$ cat config.mk
export PLATFORM = sky130hd
export DESIGN_NAME = single_wire_sensor_receiver
export DESIGN_NICKNAME = d
export VERILOG_FILES = /design/src/rtl/swsr_pkg.sv /design/src/rtl/single_wire_sensor_receiver.sv /design/src/rtl/swsr_core.sv /design/src/rtl/swsr_skid.sv
export SDC_FILE = /design/constraint.sdc
export NUM_CORES = 1
export LEC_CHECK = 0
export BUFFER_PORTS_ARGS = -buffer_cell sky130_fd_sc_hd__buf_2
export CORE_UTILIZATION = 30
export CTS_BUF_LIST = sky130_fd_sc_hd__clkbuf_8
export DETAILED_ROUTE_END_ITERATION = 7
export PLACE_DENSITY = 0.57
export SYNTH_ARGS = -nofsm -noshare
export SYNTH_HDL_FRONTEND = slang
export SYNTH_SLANG_ARGS = --single-unit
$ cat constraint.sdc
create_clock -name i_clk -period 9.8 [get_ports i_clk]
set_clock_uncertainty 0.1 [all_clocks]
set_input_delay 0.49 -clock i_clk [delete_from_list [all_inputs] [get_ports i_clk]]
set_output_delay 0.49 -clock i_clk [all_outputs]
set_load 0.03 [all_outputs]
$ cat src/rtl/swsr_pkg.sv
`default_nettype none

package swsr_pkg;

    localparam int FRAME_BITS = 40;
    localparam int EDGE_W     = 7;
    localparam int CFG_IDX_W  = 2;
    localparam int CFG_DATA_W = 16;
    localparam int IN_TDATA_W  = 8;
    localparam int OUT_TDATA_W = 48;

    localparam logic [CFG_IDX_W-1:0] CFG_START_LOW    = 2'd0;
    localparam logic [CFG_IDX_W-1:0] CFG_RELEASE_HIGH = 2'd1;
    localparam logic [CFG_IDX_W-1:0] CFG_BIT_THRESH   = 2'd2;
    localparam logic [CFG_IDX_W-1:0] CFG_TIMEOUT      = 2'd3;

    localparam logic [1:0] ST_OK       = 2'd0;
    localparam logic [1:0] ST_SHORT    = 2'd1;
    localparam logic [1:0] ST_MISMATCH = 2'd2;

    typedef struct packed {
        logic [15:0] start_low_ticks;
        logic [7:0]  release_high_ticks;
        logic [7:0]  bit_threshold;
        logic [7:0]  timeout_ticks;
    } t_swsr_cfg;

    // last field in the lowest bits
    typedef struct packed {
        logic [7:0] check_byte;
        logic [7:0] temp_tenths;
        logic [7:0] temp_whole;
        logic [7:0] humidity_tenths;
        logic [7:0] humidity_whole;
        logic [1:0] status;
        logic       done_res;
        logic       busy_res;
        logic       drive_level;
        logic       drive_enable;
    } t_swsr_result;

    localparam int RESULT_W = $bits(t_swsr_result);

endpackage

`default_nettype wire

$ cat src/rtl/single_wire_sensor_receiver.sv
// Channel   Dir  Handshake                    Payload
// s_axis    in   s_axis_tvalid/s_axis_tready  start_request, line_level (one per tick)
// m_axis    out  m_axis_tvalid/m_axis_tready  drive, busy, done, status, five bytes
// cfg       in   i_cfg_we                     i_cfg_addr, i_cfg_wdata
//
// One transaction in gives one registered transaction out; one item per cycle unless stalled.
// The protocol state advances on each accepted input; result goes through a
// two-entry output buffer, so one more input is accepted when output stalls.
// s_axis_tready drops only when both buffer entries are full.
// Reset: idle, line assumed high, configuration back to its defaults.
`default_nettype none

module single_wire_sensor_receiver
    import swsr_pkg::*;
#(
    parameter int EDGE_LIMIT = 85
) (
    input  wire                    i_clk,
    input  wire                    i_rst_n,
    input  wire                    s_axis_tvalid,
    output logic                   s_axis_tready,
    input  wire [IN_TDATA_W-1:0]   s_axis_tdata,   // [0] start_request, [1] line_level
    output logic                   m_axis_tvalid,
    input  wire                    m_axis_tready,
    output logic [OUT_TDATA_W-1:0] m_axis_tdata,   // [0] drive_enable, [1] drive_level,
                                                   // [2] busy_res, [3] done_res,
                                                   // [5:4] status, [13:6] humidity_whole,
                                                   // [21:14] humidity_tenths,
                                                   // [29:22] temp_whole,
                                                   // [37:30] temp_tenths,
                                                   // [45:38] check_byte
    input  wire                    i_cfg_we,
    input  wire [CFG_IDX_W-1:0]    i_cfg_addr,
    input  wire [CFG_DATA_W-1:0]   i_cfg_wdata
);

    t_swsr_cfg    r_cfg;
    t_swsr_result core_result;
    t_swsr_result out_result;
    logic         accept;

    assign accept = s_axis_tvalid && s_axis_tready;

    always_ff @(posedge i_clk) begin
        if (!i_rst_n) begin
            r_cfg.start_low_ticks    <= 16'd18000;
            r_cfg.release_high_ticks <= 8'd40;
            r_cfg.bit_threshold      <= 8'd16;
            r_cfg.timeout_ticks      <= 8'd255;
        end else if (i_cfg_we) begin
            unique case (i_cfg_addr)
                CFG_START_LOW:    r_cfg.start_low_ticks    <= i_cfg_wdata;
                CFG_RELEASE_HIGH: r_cfg.release_high_ticks <= i_cfg_wdata[7:0];
                CFG_BIT_THRESH:   r_cfg.bit_threshold      <= i_cfg_wdata[7:0];
                CFG_TIMEOUT:      r_cfg.timeout_ticks      <= i_cfg_wdata[7:0];
                default: ;
            endcase
        end
    end

    swsr_core #(
        .EDGE_LIMIT(EDGE_LIMIT)
    ) u_core (
        .i_clk          (i_clk),
        .i_rst_n        (i_rst_n),
        .i_cfg          (r_cfg),
        .i_accept       (accept),
        .i_start_request(s_axis_tdata[0]),
        .i_line_level   (s_axis_tdata[1]),
        .o_result       (core_result)
    );

    swsr_skid u_skid (
        .i_clk  (i_clk),
        .i_rst_n(i_rst_n),
        .i_push (accept),
        .i_data (core_result),
        .o_ready(s_axis_tready),
        .o_valid(m_axis_tvalid),
        .i_ready(m_axis_tready),
        .o_data (out_result)
    );

    assign m_axis_tdata = {(OUT_TDATA_W - RESULT_W)'(0), out_result};

endmodule

`default_nettype wire

$ cat src/rtl/swsr_core.sv
`default_nettype none

module swsr_core
    import swsr_pkg::*;
#(
    parameter int EDGE_LIMIT = 85
) (
    input  wire          i_clk,
    input  wire          i_rst_n,
    input  t_swsr_cfg    i_cfg,
    input  wire          i_accept,
    input  wire          i_start_request,
    input  wire          i_line_level,
    output t_swsr_result o_result
);

    localparam logic [1:0] PH_IDLE = 2'd0;
    localparam logic [1:0] PH_LOW  = 2'd1;
    localparam logic [1:0] PH_HIGH = 2'd2;
    localparam logic [1:0] PH_RECV = 2'd3;

    localparam logic [EDGE_W-1:0] EDGE_END = EDGE_W'(EDGE_LIMIT);

    logic [1:0]            r_phase,       n_phase;
    logic [15:0]           r_phase_count, n_phase_count;
    logic                  r_prev_level,  n_prev_level;
    logic [7:0]            r_run_count,   n_run_count;
    logic [EDGE_W-1:0]     r_edge_index,  n_edge_index;
    logic [5:0]            r_bits_taken,  n_bits_taken;
    logic [FRAME_BITS-1:0] r_frame_shift, n_frame_shift;

    logic        done;
    logic [39:0] bytes;
    logic [7:0]  sum;

    // bytes right-aligned: byte k holds received bits 8k..8k+7
    function automatic logic [39:0] frame_bytes(input logic [FRAME_BITS-1:0] sft,
                                                input logic [5:0] n);
        logic [39:0] res;
        logic [2:0]  full;
        logic [5:0]  sh;
        logic [7:0]  mask;
        res  = '0;
        full = n[5:3];
        mask = 8'((9'd1 << n[2:0]) - 9'd1);
        for (int k = 0; k < 5; k++) begin
            sh = n - 6'(8 * k) - 6'd8;
            if (3'(k) < full) begin
                res[8*k +: 8] = 8'(sft >> sh);
            end else if (3'(k) == full) begin
                res[8*k +: 8] = sft[7:0] & mask;
            end
        end
        return res;
    endfunction

    always_comb begin
        n_phase       = r_phase;
        n_phase_count = r_phase_count;
        n_prev_level  = r_prev_level;
        n_run_count   = r_run_count;
        n_edge_index  = r_edge_index;
        n_bits_taken  = r_bits_taken;
        n_frame_shift = r_frame_shift;
        done          = 1'b0;

        unique case (r_phase)
            PH_IDLE: begin
                if (i_start_request) begin
                    n_frame_shift = '0;
                    n_bits_taken  = '0;
                    n_edge_index  = '0;
                    n_run_count   = '0;
                    n_phase_count = 16'd1;
                    n_phase       = PH_LOW;
                end
            end
            PH_LOW: begin
                if (r_phase_count >= i_cfg.start_low_ticks) begin
                    n_phase       = PH_HIGH;
                    n_phase_count = 16'd1;
                end else begin
                    n_phase_count = r_phase_count + 16'd1;
                end
            end
            PH_HIGH: begin
                if (r_phase_count >= 16'(i_cfg.release_high_ticks)) begin
                    n_phase       = PH_RECV;
                    n_phase_count = '0;
                    n_prev_level  = 1'b1;
                    n_run_count   = '0;
                    n_edge_index  = '0;
                    n_bits_taken  = '0;
                    n_frame_shift = '0;
                end else begin
                    n_phase_count = r_phase_count + 16'd1;
                end
            end
            PH_RECV: begin
                if (i_line_level == r_prev_level) begin
                    if (r_run_count != 8'hFF) begin
                        n_run_count = r_run_count + 8'd1;
                    end
                    if (n_run_count >= i_cfg.timeout_ticks) begin
                        done = 1'b1;
                    end
                end else begin
                    n_prev_level = i_line_level;
                    if (r_edge_index >= EDGE_W'(4) && !r_edge_index[0]
                            && r_bits_taken < 6'(FRAME_BITS)) begin
                        n_frame_shift = {r_frame_shift[FRAME_BITS-2:0],
                                         (r_run_count > i_cfg.bit_threshold)};
                        n_bits_taken  = r_bits_taken + 6'd1;
                    end
                    n_edge_index = r_edge_index + EDGE_W'(1);
                    n_run_count  = '0;
                    if (n_edge_index >= EDGE_END) begin
                        done = 1'b1;
                    end
                end
                if (done) begin
                    n_phase       = PH_IDLE;
                    n_phase_count = '0;
                end
            end
            default: ;
        endcase
    end

    always_comb begin
        bytes    = frame_bytes(n_frame_shift, n_bits_taken);
        sum      = bytes[7:0] + bytes[15:8] + bytes[23:16] + bytes[31:24];
        o_result = '0;
        o_result.drive_enable = (n_phase == PH_LOW) || (n_phase == PH_HIGH);
        o_result.drive_level  = (n_phase == PH_HIGH);
        o_result.busy_res     = (n_phase != PH_IDLE);
        if (done) begin
            o_result.done_res        = 1'b1;
            o_result.humidity_whole  = bytes[7:0];
            o_result.humidity_tenths = bytes[15:8];
            o_result.temp_whole      = bytes[23:16];
            o_result.temp_tenths     = bytes[31:24];
            o_result.check_byte      = bytes[39:32];
            if (n_bits_taken < 6'(FRAME_BITS)) begin
                o_result.status = ST_SHORT;
            end else if (bytes[39:32] != sum) begin
                o_result.status = ST_MISMATCH;
            end else begin
                o_result.status = ST_OK;
            end
        end
    end

    always_ff @(posedge i_clk) begin
        if (!i_rst_n) begin
            r_phase       <= PH_IDLE;
            r_phase_count <= '0;
            r_prev_level  <= 1'b1;
            r_run_count   <= '0;
            r_edge_index  <= '0;
            r_bits_taken  <= '0;
            r_frame_shift <= '0;
        end else if (i_accept) begin
            r_phase       <= n_phase;
            r_phase_count <= n_phase_count;
            r_prev_level  <= n_prev_level;
            r_run_count   <= n_run_count;
            r_edge_index  <= n_edge_index;
            r_bits_taken  <= n_bits_taken;
            r_frame_shift <= n_frame_shift;
        end
    end

endmodule

`default_nettype wire

$ cat src/rtl/swsr_skid.sv
`default_nettype none

module swsr_skid
    import swsr_pkg::*;
(
    input  wire          i_clk,
    input  wire          i_rst_n,
    input  wire          i_push,
    input  t_swsr_result i_data,
    output logic         o_ready,
    output logic         o_valid,
    input  wire          i_ready,
    output t_swsr_result o_data
);

    logic         r_out_valid;
    logic         r_skid_valid;
    t_swsr_result r_out_data;
    t_swsr_result r_skid_data;

    assign o_ready = !r_skid_valid;
    assign o_valid = r_out_valid;
    assign o_data  = r_out_data;

    always_ff @(posedge i_clk) begin
        if (!i_rst_n) begin
            r_out_valid  <= 1'b0;
            r_skid_valid <= 1'b0;
        end else if (!r_out_valid || i_ready) begin
            if (r_skid_valid) begin
                r_out_valid  <= 1'b1;
                r_skid_valid <= 1'b0;
            end else begin
                r_out_valid <= i_push;
            end
        end else if (i_push) begin
            r_skid_valid <= 1'b1;
        end
    end

    always_ff @(posedge i_clk) begin
        if (!r_out_valid || i_ready) begin
            r_out_data <= r_skid_valid ? r_skid_data : i_data;
        end else if (i_push) begin
            r_skid_data <= i_data;
        end
    end

endmodule

`default_nettype wire

Word-level counts from Yosys, hierarchy flattened
Cells that the tools add are included.
W data, S select, Z words.
{ "totals": {"reg_bits": 214, "elab_cells": 168, "latchBits": 0, "in_bits": 31, "romBits": 0, "out_inout_bits": 50, "mem_bits_rw": 0, "memories": 0} }
{ "classes": {"n_addsub": 16, "bitwise_logic": 3, "n_shift": 6, "n_lt_le_gt_ge": 13, "mux": 54, "n_mul": 0, "eq_ne": 19, "n_reduce_logical": 24, "div_mod_pow": 0} }
{ "op_table": {"columns": ["operator", "n"], "rows": [
  ["$shr A40 B6 Y8", 5],
  ["$mux W40", 4],
  ["$mux W8", 16],
  ["$pmux W40 S3", 1],
  ["$mux W16", 4],
  ["$pmux W16 S4", 1],
  ["$mux W46", 1],
  ["$mux W43", 1],
  ["$sub A6 B4 Y6 const B", 5],
  ["$add A8 B8 Y8", 3],
  ["$mux W6", 4],
  ["$pmux W8 S3", 1],
  ["$mux W7", 3],
  ["$pmux W7 S3", 1],
  ["$pmux W6 S3", 1],
  ["$add A16 B1 Y16 const B", 1],
  ["$ge A16 B16 Y1", 1],
  ["$ge A16 B8 Y1", 1],
  ["$lt A6 B6 Y1 const B", 2],
  ["$mux W2", 6],
  ["$sub A6 B5 Y6 const B", 2],
  ["$eq A2 B2 Y1 const B", 5],
  ["$reduce_and A2 Y1", 5],
  ["$add A8 B1 Y8 const B", 1],
  ["other kinds (37)", 60]
]} }

Logic depth before layout (Yosys ltp)
Gate-level depths: netlist of run 1.
{ "depth": {"word_depth": 19, "depth_mapped": 41, "depth_no_buf": 34} }

Cells and area by module
Synthesis of run 1 repeated with hierarchy kept, for this count alone.
{ "hier_totals": {"hier_cells": 1802, "hier_area_um2": 15861.5} }
{ "modules_own_cells": {"columns": ["module", "seq_area_each_um2", "n_inst", "area_each_um2", "cells_per_inst"], "rows": [
  ["swsr_core", 1601.5, 1, 10714.0, 1482],
  ["swsr_skid", 2802.7, 1, 3473.3, 152],
  ["single_wire_sensor_receiver", 800.8, 1, 1674.1, 168]
]} }

Worst setup path after synthesis of run 1
No wires, ideal clock.
{ "synth_path": {"kind": "reg-to-reg", "start": "register r_cfg[23] (netlist bit)", "end": "register u_skid.r_out_data (netlist bit u_skid.o_data[5]), data pin", "t_arrival_ps": 8097, "slack_ps": 1312, "required_time_ps": 9408, "setup_ps": 292, "stages_incl_launch_ff": 39, "synth_period_minus_slack_ps": 8488, "path_buffers": 8, "cell_sequence": "dfxtp_1 inv_1 ha_1 nand4_1 o32ai_2 o31ai_4 and2_1 buf_2 buf_4 a2bb2oi_1 buf_2 buf_2 buf_2 buf_1 ha_1 clkbuf_1 xnor2_1 xnor2_1 (+3 left out) o22ai_1 o21ai_0 inv_1 fa_1 fa_1 inv_1 fa_1 inv_1 a21oi_1 o21bai_1 xor2_1 o22ai_1 a2111oi_0 o32ai_1 nor4_1 o311ai_0 nor4_2 a31oi_1"} }
{ "synth_between": {"elab_chain_len": 16} }
{ "synth_lines": {"columns": ["item", "line", "source"], "rows": [
  ["start, declared", "single_wire_sensor_receiver.sv:37", "t_swsr_cfg r_cfg;"],
  ["$ge A16 B8 Y1 (*)", "swsr_core.sv:87", "if (r_phase_count >= 16'(i_cfg.release_high_ticks)) begin"],
  ["parallel branches: the longest is 12 deep, another holds $add A8 B8 Y8", null, null],
  ["$mux W2 (*)", "swsr_core.sv:144", "if (n_bits_taken < 6'(FRAME_BITS)) begin"],
  ["$mux W43 (*)", "swsr_core.sv:137", "if (done) begin"],
  ["$mux W46 (*)", "swsr_skid.sv:43", "r_out_data <= r_skid_valid ? r_skid_data : i_data;"],
  ["end signal, assigned", "swsr_skid.sv:43", null],
  ["end, declared", "swsr_skid.sv:18", "t_swsr_result r_out_data;"]
]} }
Every way passes the cells marked *.
A chain may end at the register's enable or synchronous reset.

Final worst setup path of run 1
{ "layout_path": {"start": "register u_core.r_phase_count[5]", "end": "register u_skid.r_out_data (netlist bit u_skid.o_data[5]), data pin"} }
{ "layout_between": {"elab_chain_len": 16} }
{ "layout_lines": {"columns": ["item", "line", "source"], "rows": [
  ["start, declared", "swsr_core.sv:25", "logic [15:0] r_phase_count, n_phase_count;"],
  ["start signal, assigned", "swsr_core.sv:165", "r_phase_count <= n_phase_count;"],
  ["$ge A16 B8 Y1 (*)", "swsr_core.sv:87", null],
  ["parallel branches: the longest is 12 deep, another holds $add A8 B8 Y8", null, null],
  ["$mux W2 (*)", "swsr_core.sv:144", null],
  ["$mux W43 (*)", "swsr_core.sv:137", null],
  ["$mux W46 (*)", "swsr_skid.sv:43", null]
]} }
Marked as above.

==> impl_metrics.tcl, run 1 <==
set metrics [dict create \
    synth-simple-area-share 0.194 \
    p_leak_uw 0.00675 \
    gp_congestion 0.952 \
    setup.worst_path.start_class "flop" \
    rsz0062_at_grt "false" \
    antenna_found_initial 0 \
    clock_sinks 214 \
    fp.dieH_um 232 \
    first_pass_iters 6 \
    synth_compound_area_frac 0.264 \
    synth_common_cells "232 x nand2_1, 122 x dfxtp_1, 118 x nor2_1" \
    maxCapViolations 0 \
    powerDensity_mw_per_mm2 124 \
    syn_to_final_growth_pct 12.2 \
    final_nets 2027 \
    cp_data_required_time_ns 9.97 \
    synth_top_family_by_area "compound AO/OA/AOI/OAI gates" \
    hold_viol 0 \
    clockRootBuffer "clkbuf_8" \
    die_area_mm2 0.0537 \
    initial_core_util 0.306 \
    grt_pass1_wl_um 81500 \
    grt.total_usage 0.193 \
    syn-cell-area_mm2 0.0158 \
    grt_max_degree 116 \
    routed_wl_um 52100 \
    route.detailed.drc 0 \
    row_count 83 \
    antennaDiodeCount 0 \
    yosysTopAreaCell "edfxtp_1" \
    min_period_ns 8.83 \
    endpoint "u_skid.o_data[5]$_DFFE_PP_" \
    min_period_over_period 0.901 \
    tns_ns 0 \
    r2r_end "u_skid.o_data[5]$_DFFE_PP_" \
    yosysMostFrequentCell "nand2_1" \
    synth-edff-count 92 \
    max-vdd-ir-drop_v 0.0000784 \
    rrSetupSlack_ns 0.97 \
    insertion_delay_ns 0.61 \
    reg2reg_depth 28 \
    portBuffers 72 \
    clockBufferDepth 3 \
    synth_area_leaders "edfxtp_1 17%, dfxtp_1 15%, nand2_1 5.5%" \
    r2r-start "u_core.r_phase_count[5]$_SDFFE_PN0P_" \
    drive_above_1_share 0.147 \
    wl_per_cell_um 19.8 \
    slew-limit-headroom 0.240 \
    status "complete, no violations" \
    crit_path_start "u_core.r_phase_count[5]$_SDFFE_PN0P_" \
    dp_hpwl_um 38500 \
    synth_xor_xnor_area_share 0.0235 \
    end_kind "flop" \
    synth-seq-area-share 0.329 \
    synth_top_flop_cell "dfxtp_1" \
    vias 14700 \
    synth_seq_cells 214 \
    via_per_inst 5.59 \
    netlist.area_leader.share 0.174 \
    slew_viol_final 0 \
    ioPinCount 81 \
    synth_warnings 0 \
    synthMuxAreaShare 0.0643 \
    cts_resized 0 \
    crit_slowest_cell "a22o_1" \
    numCtsBuffers 40 \
    setup_viol 0 \
    antenna_left 0 \
    path_class "flop to flop" \
    worst_pin_slew_ns 1.14 \
    max_freq_mhz 113 \
    hold_path_startpoint "i_cfg_wdata[13]" \
    cts_tree "yes" \
    drt_iter0_markers 1302 \
    die_w_um 232 \
    hold-worst-slack_ns 0.0445 \
    cpPeakStageDelay_ns 0.78 \
    critPathArrivalTime_ns 9.00 \
    worstHoldPathType "input port to flop" \
    path_clk_slew_ns 0.05 \
    postSynthAreaPerCell_um2 8.43 \
    crit_fanout 27 \
    synthAdderAreaFrac 0.0651 \
    async_flop_share 0 \
    coreArea_mm2 0.0517 \
    netlist_instances 1879 \
    htreeDepth 2 \
    gr-total-overflow 0 \
    grt_pass1_vias 13900 \
    ys_types 91 \
]
-- how the worst min path moves through the flow --
stage,to,depth (start not counted)
finish,r_cfg[37]$_SDFFE_PN0P_,3
global route,r_cfg[37]$_SDFFE_PN0P_,3
CTS,r_cfg[37]$_SDFFE_PN0P_,3
detailed placement,r_cfg[36]$_SDFFE_PN0P_,2
global placement,r_cfg[31]$_SDFFE_PN0P_,2
floorplan,r_cfg[10]$_SDFFE_PN0P_,2
-- power by group --
part           total (uW)  internal, uW  leakage [uW]  switching, uW
Clock                 846           452      0.000442            394
Combinational         386           126       0.00435            260
Sequential            964           952       0.00197           12.4
Total                2200          1530       0.00675            667
-- state kept, by name (all words and copies together) (netlist names), named ones only --
signal	count
u_core.r_frame_shift	24
u_core.r_bits_taken	6
u_core.r_prev_level	1
u_skid.o_valid	1
u_core.r_phase	2
u_skid.r_skid_valid	1
u_core.r_edge_index	7
r_cfg	40
u_skid.o_data	46
u_core.r_run_count	8
u_core.r_phase_count	16
u_skid.r_skid_data	46
-- worst max-delay path, delay by kind of cell, from the launching register on --
kind,cells,cell delay [ns]
mux,3,0.75
fa+ha+maj,4,1.62
compound gates,11,3.13
simple gates,4,0.80
xor+xnor,2,0.82
flops,1,0.42
buf+inv,4,0.82
-- stage by stage --
stage               worst slack, ns  instances  area (um^2)  total power (uW)   util
CTS                            1.04       2629        17800              2220  0.344
detailed placement             1.11       2552        16900              1360  0.327
global placement              0.993       2552        16900              1360  0.327
finish                        0.970       2630        17800              2200  0.344
floorplan                      1.31       1880        15800              1240      -
global route                  0.364       2630        17800              2300  0.344
-- timing repair --
action | CTS | global route
setup buffers | 0 | 0
hold buffers | 7 | 0
hold endpoints to repair | 7 | 0
-- cell type report --
cell class / count / area (um^2)
clock buffer: 45 / 619
timing repair buffer: 141 / 900
clock inverter: 25 / 163
tap: 680 / 851
multi-input combinational: 1440 / 9720
sequential: 214 / 5210
fill: 5383 / 33900
inverter: 85 / 319
-- metal layers --
| layer | part of all wire | wire length (um) | track usage | vias up |
|---|---|---|---|---|
| met2 | 0.45 | 23300 | 0.305 | 490 |
| met4 | 0.029 | 1520 | 0.0674 | 0 |
| li1 | - | - | - | 6998 |
| met3 | 0.055 | 2880 | 0.0280 | 81 |
| met1 | 0.47 | 24400 | 0.265 | 7126 |
| met5 | 0 | 0 | 0 | - |
-- cell families (layout without fill, tap and decap cells) --
logic type               after synthesis  in the layout
AND/OR/NAND/NOR                      637            637
buffers and inverters                226            296
XOR/XNOR                              40             40
flip-flops                           214            214
multiplexers                          91             91
other                                  1              2
adder cells (fa/ha/maj)               74             74
AO/OA/AOI/OAI                        596            596
-- layout by cell type (no fill, tap or decap), drive strengths merged, types with 45 or more instances in the layout --
cell / netlist / layout
nor2b: 51 / 51
nand2: 233 / 233
a21oi: 111 / 111
ha: 60 / 60
clkbuf: 87 / 45
nand3: 61 / 61
nor2: 122 / 122
a22oi: 56 / 56
o21ai: 106 / 106
edfxtp: 92 / 92
mux2: 46 / 46
buf: 54 / 134
dfxtp: 122 / 122
inv: 85 / 98
(Power assumes the default switching activity.)
==> run 2, diff against run 1 <==
--- a/config.mk
+++ b/config.mk
@@ -12,4 +12,5 @@
 export PLACE_DENSITY = 0.57
 export SYNTH_ARGS = -nofsm -noshare
 export SYNTH_HDL_FRONTEND = slang
+export SYNTH_HIERARCHICAL = 1
 export SYNTH_SLANG_ARGS = --single-unit
==> impl_metrics.tcl, run 2 <==
set metrics [dict create \
    status "finished with violations" \
    failed_checks "design-rule violations" \
    clockRootBuffer "clkbuf_8" \
    insertion_delay_ns 0.62 \
    slew-limit-headroom 0.167 \
    die_w_um 232 \
    min_to "r_cfg[36]$_SDFFE_PN0P_" \
    switchingPower_uw 638 \
    max_freq_mhz 108 \
    postSynthAreaPerCell_um2 8.80 \
    clockBufferDepth 3 \
    ioPinCount 81 \
    rrSetupSlack_ns 0.52 \
    hold_path_startpoint "i_cfg_wdata[12]" \
    powerDensity_mw_per_mm2 121 \
    cts_resized 0 \
    yosysTopAreaCell "edfxtp_1" \
    drt_iter0_markers 1130 \
    row_count 83 \
    syn_to_final_growth_pct 12.5 \
    min_period_ns 9.28 \
    fp.dieH_um 232 \
    hold_depth 3 \
    synth_seq_cells 214 \
    rsz0062_at_grt "false" \
    initial_core_util 0.306 \
    portBuffers 72 \
    coreArea_mm2 0.0518 \
    grt.total_usage 0.188 \
    drive_above_1_share 0.177 \
    netlist.area_leader.share 0.174 \
    synth-seq-area-share 0.328 \
    netlist_instances 1802 \
    maxCapViolations 0 \
    final_nets 1979 \
    p_leak_uw 0.00714 \
    clkPwrFrac 0.389 \
    synth_common_cells "190 x nor2_1, 155 x nand2_1, 122 x dfxtp_1" \
    grt_pass1_wl_um 79900 \
    final_cell_mix "188 x nor2_1, 155 x nand2_1, 121 x dfxtp_1" \
    crit_fanout 30 \
    synth_warnings 6 \
    min_period_over_period 0.947 \
    clock_sinks 214 \
    syn-cell-area_mm2 0.0159 \
    route.detailed.drc 1 \
    htreeDepth 2 \
    async_flop_share 0 \
    tns_ns 0 \
    vias 14300 \
    ys_types 109 \
    antenna_left 0 \
    grt_max_degree 67 \
    nFillCells 5435 \
    cts_tree "yes" \
    wl_per_cell_um 19.7 \
    routed_wl_um 50800 \
    synth_area_leaders "edfxtp_1 17%, dfxtp_1 15%, mux2i_1 5.8%" \
    synth_top_flop_cell "dfxtp_1" \
    synth-edff-count 92 \
    pwr-share-seq 0.452 \
    hold_viol 0 \
    setup_viol 0 \
    switching_share 0.296 \
    numCtsBuffers 38 \
    first_pass_iters 8 \
    via_per_inst 5.55 \
    worst_slack_ns 0.520 \
    power.internal_uw 1510 \
    path_clk_slew_ns 0.07 \
    grt_pass1_vias 13700 \
    antennaDiodeCount 0 \
    r2r_end "u_skid/o_data[5]$_DFFE_PP_" \
    antenna_found_initial 0 \
    dp_hpwl_um 38400 \
    final_util 0.344 \
    max-vdd-ir-drop_v 0.0000743 \
    cp_data_required_time_ns 10.04 \
    worst_pin_slew_ns 1.25 \
    comb_power_share 0.159 \
    critPathArrivalTime_ns 9.52 \
    die_area_mm2 0.0538 \
    post_cts_buffers 0 \
    pre_cts_ws_ns 0.666 \
    crit_slowest_cell "o211ai_4" \
    cpPeakStageDelay_ns 0.76 \
    yosysMostFrequentCell "nor2_1" \
    worstHoldPathType "input port to flop" \
    reg2reg_depth 28 \
    slew_viol_final 0 \
    layout_commonest_cell "nor2_1" \
    gr-total-overflow 0 \
    end_kind "flop" \
    setup.worst_path.start_class "flop" \
    path_class "flop to flop" \
    r2r-start "u_core/r_phase_count[7]$_SDFFE_PN0P_" \
    gp_congestion 0.978 \
]
==> run 2: per-stage QoR <==
step	hold slack (ns)	power [uW]	instance area, um^2	cells
after global placement	0.344	1320	17000	2509
after floorplan	0.335	1220	15900	1803
after detailed placement	0.351	1330	17000	2509
after CTS	0.00445	2180	17800	2580
final	0.0345	2150	17800	2580
after global routing	0.0213	2250	17800	2580
==> run 2: worst max-delay path by stage <==
stage | end | from | slack (ns)
after floorplan | u_skid/o_data[5]$_DFFE_PP_ | s_axis_tdata[1] | 0.97
after global placement | u_skid/o_data[5]$_DFFE_PP_ | s_axis_tdata[1] | 0.66
after detailed placement | u_skid/o_data[5]$_DFFE_PP_ | s_axis_tdata[1] | 0.67
after CTS | u_skid/o_data[5]$_DFFE_PP_ | u_core/r_phase_count[7]$_SDFFE_PN0P_ | 0.65
after global routing | u_skid/o_data[5]$_DFFE_PP_ | u_core/r_phase_count[7]$_SDFFE_PN0P_ | 0.10
final | u_skid/o_data[5]$_DFFE_PP_ | u_core/r_phase_count[7]$_SDFFE_PN0P_ | 0.52
==> run 2: kinds of logic (layout without fill, tap and decap cells) <==
kind of cell | after synthesis | in the layout | share of synthesized area
and+or+nand+nor | 582 | 582 | 0.177
AOI/OAI and AO/OA | 514 | 514 | 0.232
buffers and inverters | 224 | 321 | 0.0659
DFF | 214 | 214 | 0.328
muxes | 161 | 161 | 0.114
adders and majority gates | 74 | 74 | 0.0650
xor gates and xnor gates | 32 | 32 | 0.0177
other | 1 | 2 | 0.000236
==> run 2: final cells by class <==
cell class | count | area (um^2) | area share
multi-input combinational | 1365 | 9640 | 0.540
sequential | 214 | 5210 | 0.292
timing repair buffer | 155 | 1020 | 0.0572
tap | 680 | 851 | 0.0477
clock buffer | 45 | 619 | 0.0347
inverter | 100 | 375 | 0.0210
clock inverter | 21 | 134 | 0.00750
==> run 2: metal layers <==
metal / global-route usage / vias up / share of wire / routed length, um
met5: 0 / - / 0 / 0
met4: 0.0672 / 0 / 0.027 / 1390
met3: 0.0284 / 84 / 0.055 / 2810
met2: 0.305 / 459 / 0.46 / 23500
met1: 0.252 / 6964 / 0.45 / 23100
li1: - / 6810 / - / -
==> run 2: power groups by stage <==
stage                     combinational (uW)  clock [uW]  sequential [uW]
after global placement                   334           0              991
after CTS                                339         872              973
after floorplan                          210           0             1010
final                                    342         838              973
after detailed placement                 336           0              992
after global routing                     370         904              976
==> run 2: what timing repair did <==
item | 4_1_cts | 5_1_grt
endpoints found under the setup margin | 0 | 0
hold buffers | 5 | 0
endpoints found under the hold margin | 5 | 0
==> run 2: worst max-delay path, delay by kind of cell, from the launching register on <==
family	cells	cell delay (ns)
AO/OA/AOI/OAI	16	4.36
AND/OR/NAND/NOR	5	1.60
adder cells (fa/ha/maj)	4	1.55
multiplexers	2	0.79
flip-flops	1	0.37
XOR/XNOR	1	0.18
